==> config.mk <==
export PLATFORM = sky130hd
export DESIGN_NAME = hpg_phase_acc
export DESIGN_NICKNAME = d
export VERILOG_FILES = /design/src/design/hypocycloid_point_generator_unit_assert.svh /design/src/design/hpg_pkg.sv /design/src/design/hpg_phase_acc.sv
export SDC_FILE = /design/constraint.sdc
export NUM_CORES = 1
export LEC_CHECK = 0
export BUFFER_PORTS_ARGS = -buffer_cell sky130_fd_sc_hd__buf_2
export CELL_PAD_IN_SITES_DETAIL_PLACEMENT = 0
export CELL_PAD_IN_SITES_GLOBAL_PLACEMENT = 1
export CORE_UTILIZATION = 47
export DETAILED_ROUTE_END_ITERATION = 10
export PLACE_DENSITY_LB_ADDON = 0.1
export SLEW_MARGIN = 20
export SYNTH_ARGS = -nofsm -noshare
export SYNTH_HDL_FRONTEND = slang
export SYNTH_SLANG_ARGS = --single-unit
export TNS_END_PERCENT = 1
==> constraint.sdc <==
create_clock -name clk -period 4.6 [get_ports clk]
set_input_delay 0.69 -clock clk [delete_from_list [all_inputs] [get_ports clk]]
set_output_delay 0.69 -clock clk [all_outputs]
set_load 0.01 [all_outputs]
==> src/design/hypocycloid_point_generator_unit_assert.svh <==
// assertion macros for the hypocycloid point generator
// no dependencies; the bodies are empty when SYNTHESIS is defined
`ifndef HYPOCYCLOID_POINT_GENERATOR_UNIT_ASSERT_SVH
`define HYPOCYCLOID_POINT_GENERATOR_UNIT_ASSERT_SVH
`ifndef SYNTHESIS
// same-cycle implication
`define HPG_ASSERT_IMP(lbl, clk, rst_n, ante, cons) \
    lbl: assert property (@(posedge clk) disable iff (!rst_n) (ante) |-> (cons)) \
        else $error("hpg check failed");
// next-cycle implication
`define HPG_ASSERT_NXT(lbl, clk, rst_n, ante, cons) \
    lbl: assert property (@(posedge clk) disable iff (!rst_n) (ante) |=> (cons)) \
        else $error("hpg check failed");
`else
`define HPG_ASSERT_IMP(lbl, clk, rst_n, ante, cons)
`define HPG_ASSERT_NXT(lbl, clk, rst_n, ante, cons)
`endif
`endif

==> src/design/hpg_pkg.sv <==
// shared types, constants and sine table for the hypocycloid point generator
// no dependencies
package hpg_pkg;

    localparam int PHASE_BITS_DEF = 16;
    localparam int COORD_BITS_DEF = 13;

    localparam int CFG_IDX_W  = 3;
    localparam int CFG_DATA_W = 16;

    localparam int ORIGIN_W = 12;
    localparam int RADIUS_W = 11;
    localparam int STEP_W   = 16;
    localparam int TRIG_W   = 16;

    typedef enum logic [CFG_IDX_W-1:0] {
        REG_ORIGIN_X     = 3'd0,
        REG_ORIGIN_Y     = 3'd1,
        REG_OUTER_RADIUS = 3'd2,
        REG_INNER_RADIUS = 3'd3,
        REG_THETA_STEP   = 3'd4,
        REG_ROLL_STEP    = 3'd5
    } cfg_reg_t;

    localparam logic [ORIGIN_W-1:0] ORIGIN_X_RST     = 12'd0;
    localparam logic [ORIGIN_W-1:0] ORIGIN_Y_RST     = 12'd0;
    localparam logic [RADIUS_W-1:0] OUTER_RADIUS_RST = 11'd64;
    localparam logic [RADIUS_W-1:0] INNER_RADIUS_RST = 11'd21;
    localparam logic [STEP_W-1:0]   THETA_STEP_RST   = 16'd1043;
    localparam logic [STEP_W-1:0]   ROLL_STEP_RST    = 16'd2136;

    typedef logic signed [TRIG_W-1:0] trig_t;

    // first quadrant of the sine in q1.15, 64 steps plus the end point
    function automatic logic [TRIG_W-1:0] quarter_sine(input logic [6:0] j);
        logic [TRIG_W-1:0] v;
        case (j)
            7'd0:  v = 16'd0;     7'd1:  v = 16'd804;   7'd2:  v = 16'd1608;
            7'd3:  v = 16'd2411;  7'd4:  v = 16'd3212;  7'd5:  v = 16'd4011;
            7'd6:  v = 16'd4808;  7'd7:  v = 16'd5602;  7'd8:  v = 16'd6393;
            7'd9:  v = 16'd7179;  7'd10: v = 16'd7962;  7'd11: v = 16'd8739;
            7'd12: v = 16'd9512;  7'd13: v = 16'd10278; 7'd14: v = 16'd11039;
            7'd15: v = 16'd11793; 7'd16: v = 16'd12539; 7'd17: v = 16'd13279;
            7'd18: v = 16'd14010; 7'd19: v = 16'd14732; 7'd20: v = 16'd15446;
            7'd21: v = 16'd16151; 7'd22: v = 16'd16846; 7'd23: v = 16'd17530;
            7'd24: v = 16'd18204; 7'd25: v = 16'd18868; 7'd26: v = 16'd19519;
            7'd27: v = 16'd20159; 7'd28: v = 16'd20787; 7'd29: v = 16'd21403;
            7'd30: v = 16'd22005; 7'd31: v = 16'd22594; 7'd32: v = 16'd23170;
            7'd33: v = 16'd23731; 7'd34: v = 16'd24279; 7'd35: v = 16'd24811;
            7'd36: v = 16'd25329; 7'd37: v = 16'd25832; 7'd38: v = 16'd26319;
            7'd39: v = 16'd26790; 7'd40: v = 16'd27245; 7'd41: v = 16'd27683;
            7'd42: v = 16'd28105; 7'd43: v = 16'd28510; 7'd44: v = 16'd28898;
            7'd45: v = 16'd29268; 7'd46: v = 16'd29621; 7'd47: v = 16'd29956;
            7'd48: v = 16'd30273; 7'd49: v = 16'd30571; 7'd50: v = 16'd30852;
            7'd51: v = 16'd31113; 7'd52: v = 16'd31356; 7'd53: v = 16'd31580;
            7'd54: v = 16'd31785; 7'd55: v = 16'd31971; 7'd56: v = 16'd32137;
            7'd57: v = 16'd32285; 7'd58: v = 16'd32412; 7'd59: v = 16'd32521;
            7'd60: v = 16'd32609; 7'd61: v = 16'd32678; 7'd62: v = 16'd32728;
            7'd63: v = 16'd32757; 7'd64: v = 16'd32767;
            default: v = 16'd0;
        endcase
        return v;
    endfunction

    // full-turn sine at 256 steps per turn, folded from the quarter wave
    function automatic trig_t table_sine(input logic [7:0] idx);
        logic [6:0]        j;
        logic [6:0]        jm;
        logic [TRIG_W-1:0] q;
        trig_t             s;
        j  = {1'b0, idx[5:0]};
        jm = 7'd64 - j;
        case (idx[7:6])
            2'd0:    begin q = quarter_sine(j);  s = $signed(q);  end
            2'd1:    begin q = quarter_sine(jm); s = $signed(q);  end
            2'd2:    begin q = quarter_sine(j);  s = -$signed(q); end
            default: begin q = quarter_sine(jm); s = -$signed(q); end
        endcase
        return s;
    endfunction

endpackage

==> src/design/hpg_phase_acc.sv <==
// phase accumulator with restart; presents the phase aligned to 16 bits
// depends on hpg_pkg
module hpg_phase_acc #(
    parameter int PHASE_BITS = hpg_pkg::PHASE_BITS_DEF
) (
    input  logic                        clk,
    input  logic                        rst_n,
    input  logic                        adv,
    input  logic                        accept,
    input  logic                        restart,
    input  logic [hpg_pkg::STEP_W-1:0]  step,
    output logic [15:0]                 p16_reg
);
    import hpg_pkg::*;

    logic [PHASE_BITS-1:0]        phase_reg;
    logic [PHASE_BITS-1:0]        phase_next;
    logic [PHASE_BITS-1:0]        cur;
    logic [PHASE_BITS-1:0]        step_al;
    logic [STEP_W+PHASE_BITS-1:0] step_wide;
    logic [PHASE_BITS+15:0]       ph_wide;
    logic [15:0]                  p16_next;

    // step << P >> 16 and phase << 16 >> P cover both alignment directions
    always_comb
    begin
        cur        = restart ? '0 : phase_reg;
        step_wide  = {step, {PHASE_BITS{1'b0}}} >> STEP_W;
        step_al    = step_wide[PHASE_BITS-1:0];
        phase_next = cur + step_al;
        ph_wide    = {cur, 16'd0} >> PHASE_BITS;
        p16_next   = ph_wide[15:0];
    end

    always_ff @(posedge clk or negedge rst_n)
    begin
        if (!rst_n)
        begin
            phase_reg <= '0;
        end
        else if (accept)
        begin
            phase_reg <= phase_next;
        end
    end

    always_ff @(posedge clk)
    begin
        if (adv)
        begin
            p16_reg <= p16_next;
        end
    end

endmodule

After elaboration in Yosys (flattened, before gate mapping)
Cells that the tools add are included.
- register bits after elaboration: 32
- output and inout bits: 16
- logic and storage cells: 4
- add/sub/neg operators: 1
- muxes and demuxes: 1
- operator list (kind ; count):
    16-bit adder ; 1
    16-bit two-way mux ; 1

Logic depth before layout (Yosys ltp)
Gate-level depths: netlist of the first run.
- word-level depth: 2
- gate-level depth with buffers: 10
- depth with buffers taken out: 10

Least setup slack after synthesis of the first run
Ideal clock, no wire load.
- path type: input to register
- start point: input port restart
- end point: register phase_reg[12]
- library setup time: 0.125 ns
- arrival: 2.568 ns
- data required time: 4.475 ns
- path slack: 1.907 ns
- cell stages on the path: 10
- path buffers: 1
- cell sequence: clkbuf_1 nor2b_1 fa_1 a21o_1 nand3_1 a31oi_1 o21bai_1 o21ai_0 xor2_1 mux2_2
- longest elaborated chain between the ends: 2
- RTL lines (item ; line ; text):
    start: declaration ; hpg_phase_acc.sv:10 ; input logic restart,
    16-bit two-way mux ; hpg_phase_acc.sv:27 ; cur = restart ? '0 : phase_reg;
    named net cur[1] ; hpg_phase_acc.sv:18 ; logic [PHASE_BITS-1:0] cur;
    16-bit adder ; hpg_phase_acc.sv:30 ; phase_next = cur + step_al;
    end signal: assignment ; hpg_phase_acc.sv:43 ; phase_reg <= phase_next;
    end: declaration ; hpg_phase_acc.sv:16 ; logic [PHASE_BITS-1:0] phase_reg;
The timed path passes the listed nets, and every way through them passes these cells.
A chain may end at the register's enable or synchronous reset.

Final worst setup path of the first run
Same ends and word-level chain as after synthesis.

==> results.json, run 1 <==
{
  "crit_chain": "buf_2, nor2b_1, ha_1, fa_1, a21o_1, nand3_1, a31oi_1, o21bai_1, o21ai_0, xor2_1, mux2_2",
  "pre_cts_slack_ns": 1.536,
  "io_buffers": 36,
  "drtAntennaViolNets": 0,
  "max_freq_mhz": 361.8,
  "ys_seq_area_share_pct": 46.59,
  "vias_per_cell": 5.400,
  "layout-drive-gt1-share_pct": 31.68,
  "grt_pass1_wl_um": 6023,
  "initial_core_util_pct": 50.13,
  "worst_slew_pin_slew_ns": 0.4387,
  "cts_buffers": 5,
  "critical_path_required_ns": 4.76,
  "cts_hold_buf": 0,
  "final_common_cell": "buf_2",
  "multi_input_area_um2": 987.2,
  "firstDrtPassIters": 4,
  "synth_area_per_cell_um2": 11.74,
  "cts_root_buffer": "clkbuf_8",
  "drc": 0,
  "postCtsResizedCells": 0,
  "die_w_um": 65.42,
  "r2r_start": "phase_reg[0]",
  "finalWeightedCongestion": 0.8002,
  "cp.arrival_ns": 2.93,
  "dieArea_um2": 4280,
  "grt_max_degree": 20,
  "relSlewSlack_pct": 70.75,
  "final_core_util_pct": 58.33,
  "layout_setup_ws_ns": 1.836,
  "cts_tree": "yes",
  "clock_skew_ns": 0.003892,
  "ys.warnings.count": 0,
  "tns_ns": 0,
  "cp_max_fo": 17,
  "p_total_w": 0.001109,
  "num_io_pins": 37,
  "hold_viol": 0,
  "layout_common_cells": "buf_2, nor2b_1, edfxtp_1, dfrtp_1, ha_1",
  "drv_cap": 0,
  "synth.distinct_cells": 38,
  "syn_area_um2": 1891,
  "final_max_slew_viol_count": 0,
  "wl_um": 3545,
  "ctsHtreeMaxLevel": 2,
  "clock_latency_ns": 0.28,
  "vias": 1350,
  "cp_top_family": "compound AO/OA/AOI/OAI gates",
  "gr-total-overflow": 0,
  "areaGrowthSynthToFinish_pct": 16.35,
  "critPathKind": "input port to flip-flop",
  "synth-edff-count": 16,
  "drt-initial-drc-count": 62,
  "setup_violations": 0,
  "whs_ns": 0.3334,
  "ys.flop_type": "edfxtp_1",
  "grt_pass1_vias": 1351,
  "ys_async_sr_fraction_pct": 50.00,
  "synth_nets": 198,
  "critPathMaxStageDelay_ns": 0.40,
  "status": "finished clean",
  "grt_use_total_pct": 19.17,
  "cp-startpoint": "restart",
  "core_area_um2": 3771,
  "routedWlPerCell_um": 14.18,
  "ir_drop_mv": 0.2741,
  "seq_area_um2": 880.8,
  "rsz0062_at_grt": "no",
  "rows": 22,
  "clock-sinks": 32,
  "min_period_ns": 2.764,
  "cp-end-kind": "flip-flop",
  "cts_setup_buffers": 0,
  "post-route-period-util_pct": 60.09,
  "p_leak_nw": 0.9813,
  "power_density_nw_per_um2": 504.3,
  "cp-start-kind": "input port",
  "diodes": 0,
  "ys_ff_latch": 32,
  "layout.nets": 238,
  "dp_hpwl_um": 2637,
  "cts.path.max_buffers": 2,
  "die_h_um": 65.42,
  "clkTransAtPathRegs_ns": 0.06,
  "synthCells": 161,
  "n_fill_cell": 348,
  "cp_slowest_cell": "fa_1",
  "cp.buffers_inverters": 1,
  "hp-class": "input port to async pin",
  "antenna_found_initial": 0
}
[cells by family (layout without fill, tap and decap cells)]
family,Yosys count,after routing,synth area share (%)
AND/OR/NAND/NOR,43,43,12.71
buffers and inverters,6,47,1.191
AO/OA/AOI/OAI,38,38,14.63
adder cells (fa/ha/maj),16,16,10.99
multiplexers,14,14,8.339
flip-flops,32,32,46.59
XOR/XNOR,12,12,5.560
[path summary, 6_finish.rpt]
check	end	slack, ns	depth (start not counted)
setup reg to reg	phase_reg[12]	2.16	10
hold reg to reg	phase_reg[6]	0.50	1
max in group asynchronous	phase_reg[12]	3.97	1
setup / recovery	phase_reg[12]	1.84	11
hold / removal	phase_reg[6]	0.33	1
min in group clk	phase_reg[6]	0.50	1
[per-stage QoR]
stage | instances | instance area (um2)
2_1_floorplan | 161 | 1891
3_3_place_gp | 242 | 2120
3_5_place_dp | 242 | 2120
4_1_cts | 250 | 2200
5_1_grt | 250 | 2200
6_report | 250 | 2200
[area by class of cell]
class | instances | share of cell area [%]
Multi-Input combinational cell | 123 | 44.88
Clock inverter | 1 | 0.1706
Timing Repair Buffer | 36 | 8.191
Sequential cell | 32 | 40.05
Inverter | 3 | 0.5119
Clock buffer | 7 | 3.470
Tap cell | 48 | 2.730
[power breakdown]
part,internal (W),total [W],switching [W]
sequential,0.000403,0.000436,0.0000321
clock,0.000105,0.000202,0.0000971
combinational,0.000239,0.000472,0.000233
[worst register-to-register path, cell delays in order (launching register included)]
cell,delay (ns)
dfrtp_1,0.37
nor2b_1,0.14
ha_1,0.22
fa_1,0.40
a21o_1,0.21
nand3_1,0.12
a31oi_1,0.13
o21bai_1,0.18
o21ai_0,0.13
xor2_1,0.16
mux2_2,0.27
[routing by layer]
metal | vias up | share of wire, % | global-route usage (%)
li1 | 675 | - | -
met1 | 641 | 46 | 22.57
met2 | 28 | 48 | 33.25
met3 | 6 | 3.9 | 4.861
met4 | 0 | 1.7 | 7.337
met5 | - | 0 | 0
[cells in the mapped netlist (2+ instances only)]
cell      number  area [um2]
a21o_1         4       30.03
mux2_2        14       157.7
a31oi_1        3       18.77
edfxtp_1      16       480.5
a21oi_1       10       50.05
nand2_1        7       26.28
o21a_1         2       15.01
xor2_1         3       26.28
clkbuf_1       3       11.26
xnor2_1        9       78.83
nor2_1         6       22.52
o21ai_0        4       20.02
and3_1         2       12.51
o21bai_1       3       22.52
inv_1          3       11.26
nor2b_1       17       106.4
o211ai_2       2       25.02
nand3_1        4       20.02
ha_1          15       187.7
dfrtp_1       16       400.4
No activity file was read; power rests on OpenSTA's default activity.
==> run 2: changes to the inputs <==
CORE_UTILIZATION = 43   (was 47)
clock period = 2.6 ns   (was 4.6 ns; I/O delays follow)
==> run 2 against run 1 <==
Effect of this change: worst setup slack got worse by 1.7 ns; critical endpoint unchanged; utilization fell by 3.6 points; clock power rose by 79%.
==> results.json, run 2 (synthesized netlist as in run 1, its figures left out) <==
{
  "postCtsResizedCells": 0,
  "placed_cells": 249,
  "layout.nets": 243,
  "r2r_start": "phase_reg[0]",
  "cp-start-kind": "flip-flop",
  "cp_slowest_cell": "fa_1",
  "layout_setup_ws_ns": 0.1768,
  "layout_common_cells": "buf_2, nor2b_1, edfxtp_1, dfrtp_1, ha_1",
  "reg2regPathDepth": 10,
  "rows": 23,
  "areaGrowthSynthToFinish_pct": 19.13,
  "critical_path_required_ns": 2.77,
  "max_freq_mhz": 412.7,
  "crit_chain": "nor2b_1, ha_1, fa_1, a21o_1, nand3_1, a31oi_1, o21bai_1, o21ai_0, xor2_1, mux2_2",
  "vias_per_cell": 5.265,
  "cp.arrival_ns": 2.59,
  "pwr-share-comb_pct": 43.1,
  "grt_use_total_pct": 19.35,
  "critPathKind": "flip-flop to flip-flop",
  "clock_latency_ns": 0.28,
  "power_density_nw_per_um2": 885.4,
  "cts_tree": "yes",
  "finalWeightedCongestion": 0.8287,
  "seqPwrFrac_pct": 38.8,
  "cp-end-kind": "flip-flop",
  "core_area_um2": 4115,
  "diodes": 0,
  "p_leak_nw": 1.010,
  "vias": 1353,
  "rr_endpoint": "phase_reg[12]",
  "initial_core_util_pct": 45.94,
  "status": "finished clean",
  "grt_max_degree": 20,
  "dp_hpwl_um": 2865,
  "hp-class": "input port to async pin",
  "drt-initial-drc-count": 51,
  "antenna_found_initial": 0,
  "cp_max_fo": 3,
  "post-route-period-util_pct": 93.20,
  "final_max_slew_viol_count": 0,
  "grt_pass1_vias": 1323,
  "cts_setup_buffers": 0,
  "clock_skew_ns": 0.006864,
  "worst_slew_pin_slew_ns": 0.4683,
  "p_switching_w": 0.0006548,
  "io_buffers": 36,
  "stdcell_count": 257,
  "drtAntennaViolNets": 0,
  "pre_cts_slack_ns": 0.03999,
  "rsz0062_at_grt": "no",
  "grt_pass1_wl_um": 6472,
  "relSlewSlack_pct": 68.78,
  "die_w_um": 68.31,
  "hold_viol": 0,
  "routedWlPerCell_um": 15.10,
  "die_h_um": 68.31,
  "gr-total-overflow": 0,
  "tns_ns": 0,
  "cts_hold_buf": 0,
  "sw_frac_of_total_pct": 32.83,
  "cts_root_buffer": "clkbuf_8",
  "min_period_ns": 2.423,
  "final_area_um2": 2252,
  "drc": 0,
  "final_common_cell": "buf_2",
  "firstDrtPassIters": 4,
  "num_io_pins": 37,
  "cts.path.max_buffers": 2,
  "internal_power_w": 0.001339,
  "clock-sinks": 32,
  "setup_violations": 0,
  "placed_cell_area_um2": 2172,
  "dieArea_um2": 4666,
  "drv_cap": 0,
  "wl_um": 3880,
  "cts_buffers": 5,
  "clkTransAtPathRegs_ns": 0.07,
  "ctsHtreeMaxLevel": 2,
  "layout-drive-gt1-share_pct": 33.33,
  "rrSetupSlack_ns": 0.18,
  "critPathMaxStageDelay_ns": 0.39,
  "clock_power_share_pct": 18.1,
  "ir_drop_mv": 0.4368
}
## run 2: routing by layer
layer | wire [um] | vias to the layer above | GRT usage [%]
met1 | 1948 | 642 | 25.72
li1 | - | 680 | -
met2 | 1759 | 27 | 30.15
met3 | 126 | 4 | 4.833
met5 | 0 | - | 0
met4 | 46 | 0 | 7.031
## run 2: how the worst max path moves through the flow
stage                             from            end  slack [ns]  cells past startpoint
after global placement         restart  phase_reg[15]        0.11                     11
after global routing      phase_reg[0]  phase_reg[12]        0.03                     10
after CTS                 phase_reg[0]  phase_reg[12]        0.17                     10
after floorplan                restart  phase_reg[12]        0.21                     10
final                     phase_reg[0]  phase_reg[12]        0.18                     10
after detailed placement       restart  phase_reg[15]        0.04                     11
## run 2: worst max-delay path: cells and delay by family, from the launching register on
kind / cells / cell delay, ns
AO/OA/AOI/OAI: 4 / 0.64
XOR/XNOR: 1 / 0.16
flip-flops: 1 / 0.38
AND/OR/NAND/NOR: 2 / 0.27
adder cells (fa/ha/maj): 2 / 0.60
multiplexers: 1 / 0.26
## run 2: area by class of cell
type / instances / area, um2
clock buffers: 7 / 76.32
clock inverters: 1 / 3.754
fillers: 377 / 1863
inverters: 3 / 11.26
multi-input cells: 123 / 987.2
flip-flops and latches: 32 / 880.8
well taps: 50 / 62.56
repair buffers: 41 / 230.2
## run 2: power by group through the flow
| stage | logic, W | clock network, W | registers (W) |
|---|---|---|---|
| 2_1_floorplan | 0.000638 | 0 | 0.000792 |
| 3_3_place_gp | 0.000853 | 0 | 0.000776 |
| 3_5_place_dp | 0.000864 | 0 | 0.000784 |
| 4_1_cts | 0.000870 | 0.000376 | 0.000774 |
| 5_1_grt | 0.000967 | 0.000401 | 0.000795 |
| 6_report | 0.000859 | 0.000361 | 0.000773 |
## run 2: stage by stage
step           total power, W  util, %  hold WS, ns
6_report             0.001994    54.73      0.04038
3_5_place_dp         0.001648    52.78       0.3597
3_3_place_gp         0.001629    52.78       0.3525
4_1_cts              0.002020    54.73      0.04784
2_1_floorplan        0.001430        -      0.09441
5_1_grt              0.002163    54.73      0.05767
