==> src/design/hypocycloid_point_generator_unit_assert.svh <==
// assertion macros for the hypocycloid point generator
// no dependencies; the bodies are empty when SYNTHESIS is defined
`ifndef HYPOCYCLOID_POINT_GENERATOR_UNIT_ASSERT_SVH
`define HYPOCYCLOID_POINT_GENERATOR_UNIT_ASSERT_SVH
`ifndef SYNTHESIS
// same-cycle implication
`define HPG_ASSERT_IMP(lbl, clk, rst_n, ante, cons) \
    lbl: assert property (@(posedge clk) disable iff (!rst_n) (ante) |-> (cons)) \
        else $error("hpg check failed");
// next-cycle implication
`define HPG_ASSERT_NXT(lbl, clk, rst_n, ante, cons) \
    lbl: assert property (@(posedge clk) disable iff (!rst_n) (ante) |=> (cons)) \
        else $error("hpg check failed");
`else
`define HPG_ASSERT_IMP(lbl, clk, rst_n, ante, cons)
`define HPG_ASSERT_NXT(lbl, clk, rst_n, ante, cons)
`endif
`endif

==> src/design/hpg_pkg.sv <==
// shared types, constants and sine table for the hypocycloid point generator
// no dependencies
package hpg_pkg;

    localparam int PHASE_BITS_DEF = 16;
    localparam int COORD_BITS_DEF = 13;

    localparam int CFG_IDX_W  = 3;
    localparam int CFG_DATA_W = 16;

    localparam int ORIGIN_W = 12;
    localparam int RADIUS_W = 11;
    localparam int STEP_W   = 16;
    localparam int TRIG_W   = 16;

    typedef enum logic [CFG_IDX_W-1:0] {
        REG_ORIGIN_X     = 3'd0,
        REG_ORIGIN_Y     = 3'd1,
        REG_OUTER_RADIUS = 3'd2,
        REG_INNER_RADIUS = 3'd3,
        REG_THETA_STEP   = 3'd4,
        REG_ROLL_STEP    = 3'd5
    } cfg_reg_t;

    localparam logic [ORIGIN_W-1:0] ORIGIN_X_RST     = 12'd0;
    localparam logic [ORIGIN_W-1:0] ORIGIN_Y_RST     = 12'd0;
    localparam logic [RADIUS_W-1:0] OUTER_RADIUS_RST = 11'd64;
    localparam logic [RADIUS_W-1:0] INNER_RADIUS_RST = 11'd21;
    localparam logic [STEP_W-1:0]   THETA_STEP_RST   = 16'd1043;
    localparam logic [STEP_W-1:0]   ROLL_STEP_RST    = 16'd2136;

    typedef logic signed [TRIG_W-1:0] trig_t;

    // first quadrant of the sine in q1.15, 64 steps plus the end point
    function automatic logic [TRIG_W-1:0] quarter_sine(input logic [6:0] j);
        logic [TRIG_W-1:0] v;
        case (j)
            7'd0:  v = 16'd0;     7'd1:  v = 16'd804;   7'd2:  v = 16'd1608;
            7'd3:  v = 16'd2411;  7'd4:  v = 16'd3212;  7'd5:  v = 16'd4011;
            7'd6:  v = 16'd4808;  7'd7:  v = 16'd5602;  7'd8:  v = 16'd6393;
            7'd9:  v = 16'd7179;  7'd10: v = 16'd7962;  7'd11: v = 16'd8739;
            7'd12: v = 16'd9512;  7'd13: v = 16'd10278; 7'd14: v = 16'd11039;
            7'd15: v = 16'd11793; 7'd16: v = 16'd12539; 7'd17: v = 16'd13279;
            7'd18: v = 16'd14010; 7'd19: v = 16'd14732; 7'd20: v = 16'd15446;
            7'd21: v = 16'd16151; 7'd22: v = 16'd16846; 7'd23: v = 16'd17530;
            7'd24: v = 16'd18204; 7'd25: v = 16'd18868; 7'd26: v = 16'd19519;
            7'd27: v = 16'd20159; 7'd28: v = 16'd20787; 7'd29: v = 16'd21403;
            7'd30: v = 16'd22005; 7'd31: v = 16'd22594; 7'd32: v = 16'd23170;
            7'd33: v = 16'd23731; 7'd34: v = 16'd24279; 7'd35: v = 16'd24811;
            7'd36: v = 16'd25329; 7'd37: v = 16'd25832; 7'd38: v = 16'd26319;
            7'd39: v = 16'd26790; 7'd40: v = 16'd27245; 7'd41: v = 16'd27683;
            7'd42: v = 16'd28105; 7'd43: v = 16'd28510; 7'd44: v = 16'd28898;
            7'd45: v = 16'd29268; 7'd46: v = 16'd29621; 7'd47: v = 16'd29956;
            7'd48: v = 16'd30273; 7'd49: v = 16'd30571; 7'd50: v = 16'd30852;
            7'd51: v = 16'd31113; 7'd52: v = 16'd31356; 7'd53: v = 16'd31580;
            7'd54: v = 16'd31785; 7'd55: v = 16'd31971; 7'd56: v = 16'd32137;
            7'd57: v = 16'd32285; 7'd58: v = 16'd32412; 7'd59: v = 16'd32521;
            7'd60: v = 16'd32609; 7'd61: v = 16'd32678; 7'd62: v = 16'd32728;
            7'd63: v = 16'd32757; 7'd64: v = 16'd32767;
            default: v = 16'd0;
        endcase
        return v;
    endfunction

    // full-turn sine at 256 steps per turn, folded from the quarter wave
    function automatic trig_t table_sine(input logic [7:0] idx);
        logic [6:0]        j;
        logic [6:0]        jm;
        logic [TRIG_W-1:0] q;
        trig_t             s;
        j  = {1'b0, idx[5:0]};
        jm = 7'd64 - j;
        case (idx[7:6])
            2'd0:    begin q = quarter_sine(j);  s = $signed(q);  end
            2'd1:    begin q = quarter_sine(jm); s = $signed(q);  end
            2'd2:    begin q = quarter_sine(j);  s = -$signed(q); end
            default: begin q = quarter_sine(jm); s = -$signed(q); end
        endcase
        return s;
    endfunction

endpackage

==> src/design/hpg_coord.sv <==
// one coordinate: two radius products, then sum, round and saturate
// depends on hpg_pkg
module hpg_coord #(
    parameter int COORD_BITS = hpg_pkg::COORD_BITS_DEF
) (
    input  logic                   clk,
    input  logic                   adv,
    input  logic [12:0]            base,
    input  logic signed [11:0]     coef_a,
    input  hpg_pkg::trig_t         trig_a,
    input  logic signed [11:0]     coef_b,
    input  hpg_pkg::trig_t         trig_b,
    input  logic                   sub_b,
    output logic [COORD_BITS-1:0]  coord_reg
);
    import hpg_pkg::*;

    localparam logic signed [31:0] COORD_MAX = 32'((64'd1 << COORD_BITS) - 64'd1);

    logic [12:0]        base_reg;
    logic signed [27:0] pa_reg;
    logic signed [27:0] pb_reg;
    logic               sub_reg;

    logic signed [31:0]    acc;
    logic signed [31:0]    q;
    logic [COORD_BITS-1:0] coord_next;

    always_ff @(posedge clk)
    begin
        if (adv)
        begin
            base_reg <= base;
            pa_reg   <= 28'(coef_a) * 28'(trig_a);
            pb_reg   <= 28'(coef_b) * 28'(trig_b);
            sub_reg  <= sub_b;
        end
    end

    // q.15 sum, floor((sum + half) / 2^15), clamp to the coordinate range
    always_comb
    begin
        acc = $signed({4'd0, base_reg, 15'd0}) + 32'(pa_reg) + 32'sd16384;
        if (sub_reg)
        begin
            acc = acc - 32'(pb_reg);
        end
        else
        begin
            acc = acc + 32'(pb_reg);
        end
        q = acc >>> 15;
        if (q < 0)
        begin
            coord_next = '0;
        end
        else if (q > COORD_MAX)
        begin
            coord_next = COORD_MAX[COORD_BITS-1:0];
        end
        else
        begin
            coord_next = q[COORD_BITS-1:0];
        end
    end

    always_ff @(posedge clk)
    begin
        if (adv)
        begin
            coord_reg <= coord_next;
        end
    end

endmodule

==> config.mk <==
export PLATFORM = sky130hd
export DESIGN_NAME = hpg_coord
export DESIGN_NICKNAME = d
export VERILOG_FILES = /design/src/design/hypocycloid_point_generator_unit_assert.svh /design/src/design/hpg_pkg.sv /design/src/design/hpg_coord.sv
export SDC_FILE = /design/constraint.sdc
export NUM_CORES = 1
export LEC_CHECK = 0
export BUFFER_PORTS_ARGS = -buffer_cell sky130_fd_sc_hd__buf_2
export CORE_UTILIZATION = 55
export DETAILED_ROUTE_END_ITERATION = 8
export PLACE_DENSITY_LB_ADDON = 0.05
export SETUP_SLACK_MARGIN = 0.2
export SYNTH_ARGS = -nofsm -noshare
export SYNTH_HDL_FRONTEND = slang
export SYNTH_SLANG_ARGS = --single-unit
export TNS_END_PERCENT = 10
==> constraint.sdc <==
create_clock -name clk -period 13.8 [get_ports clk]
set_clock_uncertainty 0.1 [all_clocks]
set_input_delay 3.45 -clock clk [delete_from_list [all_inputs] [get_ports clk]]
set_output_delay 3.45 -clock clk [all_outputs]
set_load 0.02 [all_outputs]
[Yosys cells after proc, flatten, opt, wreduce, memory -nomap -nowiden]
Index checks and enable logic that the tools add are counted.
W data, S select, Z words.
Word-level totals
  bits in registers: 83
  bits of input ports: 72
  output and inout port bits: 13
  logic and storage cells: 15
Cells by class
  add/subtract/negate cells: 4
  multipliers: 2
  $lt $le $gt $ge: 2
  multiplexer cells: 2
Operators with widths (number)
  $mul A12 B16 Y28: 2
  $add A31 B28 Y32: 1
  $mux W32: 1
  $sub A31 B28 Y32: 1
  $add A30 B16 Y31 const B: 1
  $add A29 B28 Y30: 1
  $gt A17 B14 Y1 const B: 1
  $lt A17 B1 Y1 const B: 1
  $mux W13: 1

[Longest topological paths before layout]
Gate-level depths: netlist of run 1.
  depth in word-level cells: 6
  mapped depth: 22
  gate-level depth less buffers: 21

[Worst setup path after synthesis of run 1]
No wires, ideal clock.
  path kind: input port to flip-flop
  from: input coef_b[8]
  to: register pb_reg[26] (data pin)
  library setup time: 0.262 ns
  data arrival time: 8.444 ns
  required time: 13.438 ns
  path slack: 4.994 ns
  cell stages on the path: 20
  buffers on the path: 1
  cell sequence: clkbuf_1 -> nand2_1 -> fa_1 -> inv_1 -> fa_1 -> fa_1 -> inv_1 -> fa_1 -> inv_1 -> fa_1 -> ha_1 -> and4_1 -> a21oi_1 -> o21ai_1 -> nor4_1 -> o21ai_1 -> or4_1 -> a31oi_1 -> o21ai_1 -> xor2_1
Between the ends
  longest elaborated chain between the ends: 1
Ends and longest elaborated chain
  start: declaration: line hpg_coord.sv:11  | input logic signed [11:0] coef_b,
  $mul A12 B16 Y28: line hpg_coord.sv:35  | pb_reg <= 28'(coef_b) * 28'(trig_b);
  end signal: assignment: line hpg_coord.sv:35
  end: declaration: line hpg_coord.sv:22  | logic signed [27:0] pb_reg;
Every way passes these cells.
A chain may end at the register's enable or synchronous reset.

[Final worst setup path of run 1]
  from: input coef_b[11]
  to: register pb_reg[26] (data pin)
Same word-level chain as after synthesis.

==> results of run 1 <==
-- cell type report --
class,instances,area (um2)
Sequential cell,83,2490
Clock inverter,6,65.1
Tap cell,448,561
Fill cell,3067,13700
Inverter,463,1740
Clock buffer,10,229
Timing Repair Buffer,86,438
Multi-Input combinational cell,1439,14500
-- per-layer routing --
metal  share of wire [%]  GRT usage (%)  vias up
li1                    -              -     6370
met1                  46           34.4     6759
met2                  47           40.7      296
met3                 4.8           3.11       36
met4                 1.4           4.60        0
met5                   0              0        -
-- worst paths after layout --
path | slack [ns] | end
worst max register to register | 8.84 | coord_reg[6]
worst min register to register | 0.93 | coord_reg[3]
worst max-delay path | 4.75 | pb_reg[26]
worst min-delay path | 0.93 | coord_reg[3]
-- layout by cell type, fill, tap and decap left out, types with 71 or more instances in the layout --
cell / n
a21oi_1: 75
and2_1: 118
buf_2: 83
edfxtp_1: 83
fa_1: 357
ha_1: 163
inv_1: 462
nand2_1: 260
nor2_1: 71
xnor2_1: 85
-- stage by stage --
| stage | instance area, um2 | setup slack [ns] | hold WS [ns] |
|---|---|---|---|
| final | 20100 | 4.75 | 0.930 |
| after global placement | 19800 | 4.53 | 0.929 |
| after CTS | 20100 | 4.73 | 0.936 |
| after global routing | 20100 | 4.34 | 1.01 |
| after floorplan | 19000 | 4.99 | 0.827 |
| after detailed placement | 19800 | 4.39 | 0.923 |
-- logic make-up (layout without fill, tap and decap cells) --
family / after synthesis / in the layout / synth area share [%]
simple gates: 574 / 574 / 14.7
buf+inv: 526 / 565 / 10.5
fa+ha+maj: 520 / 520 / 48.3
compound gates: 238 / 238 / 8.36
xor+xnor: 104 / 104 / 4.82
flops: 83 / 83 / 13.1
mux: 3 / 3 / 0.230
-- worst reg2reg max path, cell delays in order (launching register included) --
cell and delay, ns:
edfxtp_1 0.45, or3_4 0.44, nor4_1 0.18, buf_4 0.20, nand2_1 0.06, nor2_1 0.27
a21oi_1 0.14, xnor2_1 0.15, ha_1 0.36, a211o_1 0.31, o211ai_1 0.13, nand2b_1 0.13
o31ai_1 0.37, o21ai_1 0.26, and4_1 0.28, o311ai_2 0.76, o21a_1 0.25
==> flow_summary.ini, run 1 <==
[outcome]
run_status = complete, no violations

[hold_path]
whs_path_depth = 5
hold_class = flop to flop
min-delay-start = pa_reg[10]

[critical_path]
crit_required_ns = 13.78
crit_buf_inv = 3
path_depth = 19
crit_fanout = 17
critPathKind = primary input to flop
slowest_stage = fa_1
critPathMaxStageDelay_ns = 0.56
crit_chain = buf_2 > nor2b_1 > fa_1 > fa_1 > fa_1 > inv_1 > fa_1 > inv_1 > fa_1 > ha_1 > and4_1 > a21oi_1 > o21ai_1 > nor4_1 > o21ai_1 > or4_1 > a31oi_1 > o21ai_1 > xor2_1
crit_top_cell = fa_1
crit_arrival_ns = 9.03
start_kind = primary input
cp-startpoint = coef_b[11]
worst-r2r-cell-count = 16
timing.rr.start = pb_reg[5]
critPathTopFamily = adder cells
end_kind = flop

[finish]
drive_above_1_share_pct = 5.89
final_core_util_pct = 59.4
antennaDiodeCount = 0
fin_cells = 2535
fin_nets = 2674
areaGrowthSynthToFinish_pct = 5.43

[clock_network]
cts.sinks = 83
numCtsBuffers = 9
post_cts_resized = 0
clk_latency_ns = 0.34
cts.hold.buffers_added = 0
cts_tree = yes
clock_path_buffers = 2
root_buffer = clkbuf_16
post_cts_buffers = 0
h-tree-depth = 3
clk_pin_slew_worst_paths_ns = 0.06

[synthesis]
ys_ff_latch = 83
synth_area_leaders = fa_1, edfxtp_1, ha_1, inv_1, nand2_1
yosys-top-cells-count = inv_1, fa_1, nand2_1
ys_async_sr_fraction_pct = 0
syn-cell-area_mm2 = 0.0190
yosysTopAreaCell = fa_1
synth-seq-area-share_pct = 13.1
synth.most_common_cell = inv_1
synth_fp_nets = 2640
netlist.area_leader.share_pct = 37.5
synth_warnings = 0
ys.flop_type = edfxtp_1
ys_types = 66
synth-edff-count = 83
syn_inst = 2048
syn-mean-instance-area_um2 = 9.29

[timing]
hold_violations = 0
slew_violations = 0
post-route-min-period_ns = 9.05
timing.fmax_mhz = 111
worst_slew_pin_slew_ns = 1.02
setup_violations = 0
fin_tns_setup_ns = 0
final.period_utilization_pct = 65.5
rsz0062_at_grt = no
relSlewSlack_pct = 32.1

[grt]
antenna_found_initial = 0
grt_pass1_wl_mm = 69.0
gr-total-overflow = 0
grt_pass1_vias = 14200
grt_max_degree = 84
grt_usage_pct = 24.4

[routing]
vias = 13461
drtIter0Drc = 703
wl_per_cell_um = 15.9
firstDrtPassIters = 7
wl_mm = 40.4
antenna_left = 0
route.detailed.drc = 0
vias_per_cell = 5.31

[placed_design]
numPlacedInstances = 2519
place_hpwl_mm = 35.0
port_buffers = 84
place.gp.congestion = 0.891

[job]
drv_cap = 0

[floorplanning]
rows = 67
start_util_pct = 56.3
core_mm2 = 0.0338
dieArea_mm2 = 0.0354
io-pin-count = 85
die_height_um = 188
die_w_um = 188
Power of run 1 is left out: the tool's default activity adds up to more than one toggle a clock period on the data nets, which glitch-free logic cannot reach.
==> run 2, diff against run 1 <==
- clock period: 13.8 -> 7.48 ns (I/O delays scaled with it)
==> run 2 against run 1 <==
  * Count of clock-buffer cells in the layout is 1 lower
  * First-iteration DRC count is 21% higher
  * Global-route usage is 0.12 points lower
  * Routed wire length is 0.94% lower
  * Highest routed layer unchanged
==> flow_summary.ini, run 2 (same netlist as run 1, synthesis figures left out) <==
[clock_network]
cts_tree = yes
clk_latency_ns = 0.35
root_buffer = clkbuf_16
clk_pin_slew_worst_paths_ns = 0.06
h-tree-depth = 3
cts.sinks = 83
post_cts_buffers = 0
numCtsBuffers = 9
clock_path_buffers = 2

[timing]
post-route-min-period_ns = 7.09
timing.fmax_mhz = 141
setup_violations = 0
final.period_utilization_pct = 94.8
hold_violations = 0
worst_slew_pin_slew_ns = 1.03
slew_violations = 0
relSlewSlack_pct = 31.4
rsz0062_at_grt = yes

[floorplanning]
start_util_pct = 56.3
dieArea_mm2 = 0.0354
io-pin-count = 85
die_w_um = 188
die_height_um = 188
core_mm2 = 0.0338
rows = 67

[critical_path]
slowest_stage = fa_1
cp-startpoint = coef_b[11]
path_depth = 19
crit_buf_inv = 4
timing.rr.start = pb_reg[5]
r2r-end = coord_reg[12]
crit_arrival_ns = 7.08
end_kind = flop
critPathMaxStageDelay_ns = 0.58
crit_fanout = 14
start_kind = primary input
critPathKind = primary input to flop
worst-r2r-cell-count = 16
cp-endpoint = pb_reg[26]
crit_required_ns = 7.47
critPathTopFamily = adder cells
r2r_slack_ns = 2.49
crit_chain = buf_2 > buf_4 > nor2b_1 > fa_1 > fa_1 > fa_1 > fa_1 > inv_1 > fa_1 > inv_1 > ha_1 > a21o_1 > a21oi_1 > nand2b_1 > o21ai_1 > or4_1 > a31oi_1 > o21ai_1 > xor2_1
crit_top_cell = fa_1

[job]
drv_cap = 0

[grt]
grt_usage_pct = 24.3
gr-total-overflow = 0
antenna_found_initial = 0
grt_pass1_wl_mm = 69.3
grt_pass1_vias = 14013
grt_max_degree = 84

[placed_design]
port_buffers = 84
place_hpwl_mm = 35.1
place.gp.congestion = 0.870
place_area_mm2 = 0.0201

[routing]
vias_per_cell = 5.25
wl_mm = 40.0
drtIter0Drc = 852
vias = 13547
firstDrtPassIters = 5
route.detailed.drc = 0
wl_per_cell_um = 15.5
antenna_left = 0

[finish]
final_cell_mix = inv_1, fa_1, nand2_1
areaGrowthSynthToFinish_pct = 7.54
final_common_cell = inv_1
final_cell_area_mm2 = 0.0205
antennaDiodeCount = 0
fin_nets = 2721
drive_above_1_share_pct = 8.07

[hold_path]
hold_class = flop to flop

[outcome]
run_status = complete, no violations
-- run 2: cell count changes in the layout (fill, tap and decap cells not counted), sizes merged --
| cell | change |
|---|---|
| inv | -1 |
| buf | +47 |
| clkbuf | -1 |
| bufinv | +2 |
| clkinv | +1 |
| clkinvlp | -3 |
-- run 2: metal layers --
metal | global-route usage [%] | vias up | routed length, um
li1 | - | 6463 | -
met1 | 36.2 | 6779 | 19500
met2 | 39.1 | 283 | 18500
met3 | 2.64 | 22 | 1740
met4 | 3.44 | 0 | 363
met5 | 0 | - | 0
-- run 2: layout make-up --
| type | instances | area, um2 |
|---|---|---|
| clock inverter | 5 | 104 |
| clock buffer | 9 | 225 |
| tap | 448 | 561 |
| timing repair buffer | 133 | 791 |
| multi-input combinational | 1439 | 14600 |
| inverter | 463 | 1740 |
| sequential | 83 | 2490 |
| fill | 3021 | 13300 |
-- run 2: worst min-delay path, cell delays in order, from the launching register on --
cell and delay, ns:
edfxtp_1 0.34, ha_1 0.14, a21oi_1 0.06, o21ai_0 0.08, a21oi_1 0.08, o21a_1 0.16
-- run 2: worst min path at each step --
stage          startpoint           end  slack, ns  depth (start not counted)
2_1_floorplan  pa_reg[10]  coord_reg[3]       0.83                          5
3_3_place_gp   pa_reg[10]  coord_reg[3]       0.92                          5
3_5_place_dp   pa_reg[10]  coord_reg[3]       0.91                          5
4_1_cts        pa_reg[10]  coord_reg[3]       0.93                          5
5_1_grt        pa_reg[10]  coord_reg[3]       0.97                          5
6_report       pa_reg[10]  coord_reg[3]       0.92                          5
-- run 2: repair_timing --
item / CTS / global route
gates resized for setup: 0 / 2
endpoints found under the setup margin: 0 / 6
hold buffers: 0 / 0
-- run 2: per-stage QoR --
step,instances,hold slack [ns],utilization (%),setup TNS [ns],setup WS (ns)
5_1_grt,2580,0.966,60.6,0,0.146
3_5_place_dp,2566,0.913,59.6,-0.0174,-0.0174
2_1_floorplan,2048,0.827,-,0,0.254
4_1_cts,2580,0.927,60.5,0,0.320
3_3_place_gp,2566,0.916,59.6,0,0.0310
6_report,2580,0.923,60.6,0,0.392
Power of run 2 is left out for the same reason.
==> run 3, diff against run 2 <==
- CORE_UTILIZATION: 55 -> 40
==> run 3 against run 2 <==
  * The run now ends with DRC left
  * Via count down 0.55%
  * Die area up 37%
  * Count of clock-buffer cells in the layout up 2
  * Maximum frequency up 0.86%
  * Register-to-register slack worse by 0.51 ns
  * Global-route usage down 4.4 points
  * Non-clock buffer count up 19
  * First-iteration DRC count down 32%
  * Flip-flop and latch count unchanged
  * Highest routed layer unchanged
==> flow_summary.ini, run 3 (same netlist as run 1, synthesis figures left out) <==
[routing]
wl_mm = 45.1
vias = 13473
drtIter0Drc = 576
dr_wl_met2_mm = 21.2
drt-met1-wl_mm = 22.4
wl_per_cell_um = 16.3
topRoutingLayerUsed = met4
wl_met3_mm = 1.10
route.detailed.drc = 10
firstDrtPassIters = 7
antenna_left = 0
vias_per_cell = 4.88

[timing]
slew_violations = 0
post-route-min-period_ns = 7.03
worst_slew_pin_slew_ns = 1.09
rsz0062_at_grt = no
fin_tns_setup_ns = 0
final.period_utilization_pct = 93.9
relSlewSlack_pct = 27.3
hold_violations = 0
timing.fmax_mhz = 142
setup_violations = 0

[critical_path]
crit_fanout = 15
worst-r2r-cell-count = 15
path_depth = 20
crit_buf_inv = 5
critPathMaxStageDelay_ns = 0.55
critPathKind = primary input to flop
crit_required_ns = 7.45
crit_chain = buf_2 > buf_4 > nor2b_2 > fa_1 > fa_1 > fa_1 > fa_1 > inv_1 > fa_1 > inv_1 > ha_1 > a21o_1 > a21oi_1 > nand2b_1 > inv_1 > o21ai_0 > nand3_1 > a31o_2 > a31oi_1 > xnor2_1
critPathTopFamily = adder cells
crit_top_cell = fa_1
start_kind = primary input
slowest_stage = fa_1
end_kind = flop
crit_arrival_ns = 7.00

[hold_path]
whs_path_depth = 5
hold_class = flop to flop

[floorplanning]
dieArea_mm2 = 0.0485
die_height_um = 220
die_w_um = 220
rows = 79
io-pin-count = 85
start_util_pct = 40.7
core_mm2 = 0.0468

[finish]
antennaDiodeCount = 0
areaGrowthSynthToFinish_pct = 9.52
final_core_util_pct = 44.6
final_cell_mix = inv_1, fa_1, nand2_1
regArea_mm2 = 0.00249
final_cell_area_mm2 = 0.0208
fin_cells = 2760
multi_input_area_mm2 = 0.0146
drive_above_1_share_pct = 8.92
final_common_cell = inv_1
fillCellCount = 4640
fin_nets = 2740

[clock_network]
clk_pin_slew_worst_paths_ns = 0.06
numCtsBuffers = 9
cts.sinks = 83
clock_path_buffers = 2
post_cts_buffers = 0
h-tree-depth = 3
cts_tree = yes
root_buffer = clkbuf_16
clk_latency_ns = 0.35

[placed_design]
numPlacedInstances = 2744
place_hpwl_mm = 39.5
place.gp.congestion = 0.852
port_buffers = 84
place_area_mm2 = 0.0205

[grt]
grt_max_degree = 49
gr-total-overflow = 0
antenna_found_initial = 0
grt_pass1_wl_mm = 75.4
grt_pass1_vias = 14425
grt_usage_pct = 19.9

[outcome]
run_status = finished with violations
violations = DRC

[job]
drv_cap = 0
run 3: layer usage:
metal | GRT usage [%] | vias up
met1 | 28.5 | 6776
met4 | 2.90 | 0
met3 | 1.21 | 26
li1 | - | 6498
met5 | 0 | -
met2 | 33.8 | 173
run 3: tightest hold or removal path: stages, from the launching register on:
cell,delay [ns]
edfxtp_1,0.36
ha_1,0.17
a21oi_1,0.06
o21ai_0,0.08
a211oi_1,0.08
o21a_1,0.16
run 3: per-stage QoR:
stage,setup slack [ns],hold slack [ns]
floorplan,0.254,0.827
global placement,0.100,0.975
detailed placement,0.0988,0.979
CTS,0.469,0.993
global route,0.201,1.06
finish,0.453,0.978
run 3: cell type report:
class                   instances  share of cell area (%)
clock buffers                  11                    1.12
clock inverters                 5                   0.516
inverters                     463                    8.34
multi-input cells            1439                    69.8
flip-flops and latches         83                    12.0
well taps                     607                    3.64
repair buffers                152                    4.61
run 3: timing repair:
action / 4_1_cts / 5_1_grt
resized for setup: 0 / 4
endpoints found under the setup margin: 0 / 2
hold buffers: 0 / 0
run 3: path summary, 6_finish.rpt:
path	startpoint	endpoint	slack [ns]
worst min register to register	pa_reg[11]	coord_reg[2]	0.98
worst min-delay path	pa_reg[11]	coord_reg[2]	0.98
worst max-delay path	coef_b[11]	pb_reg[27]	0.45
worst max register to register	pb_reg[5]	coord_reg[10]	1.98
Power of run 3 is left out for the same reason.
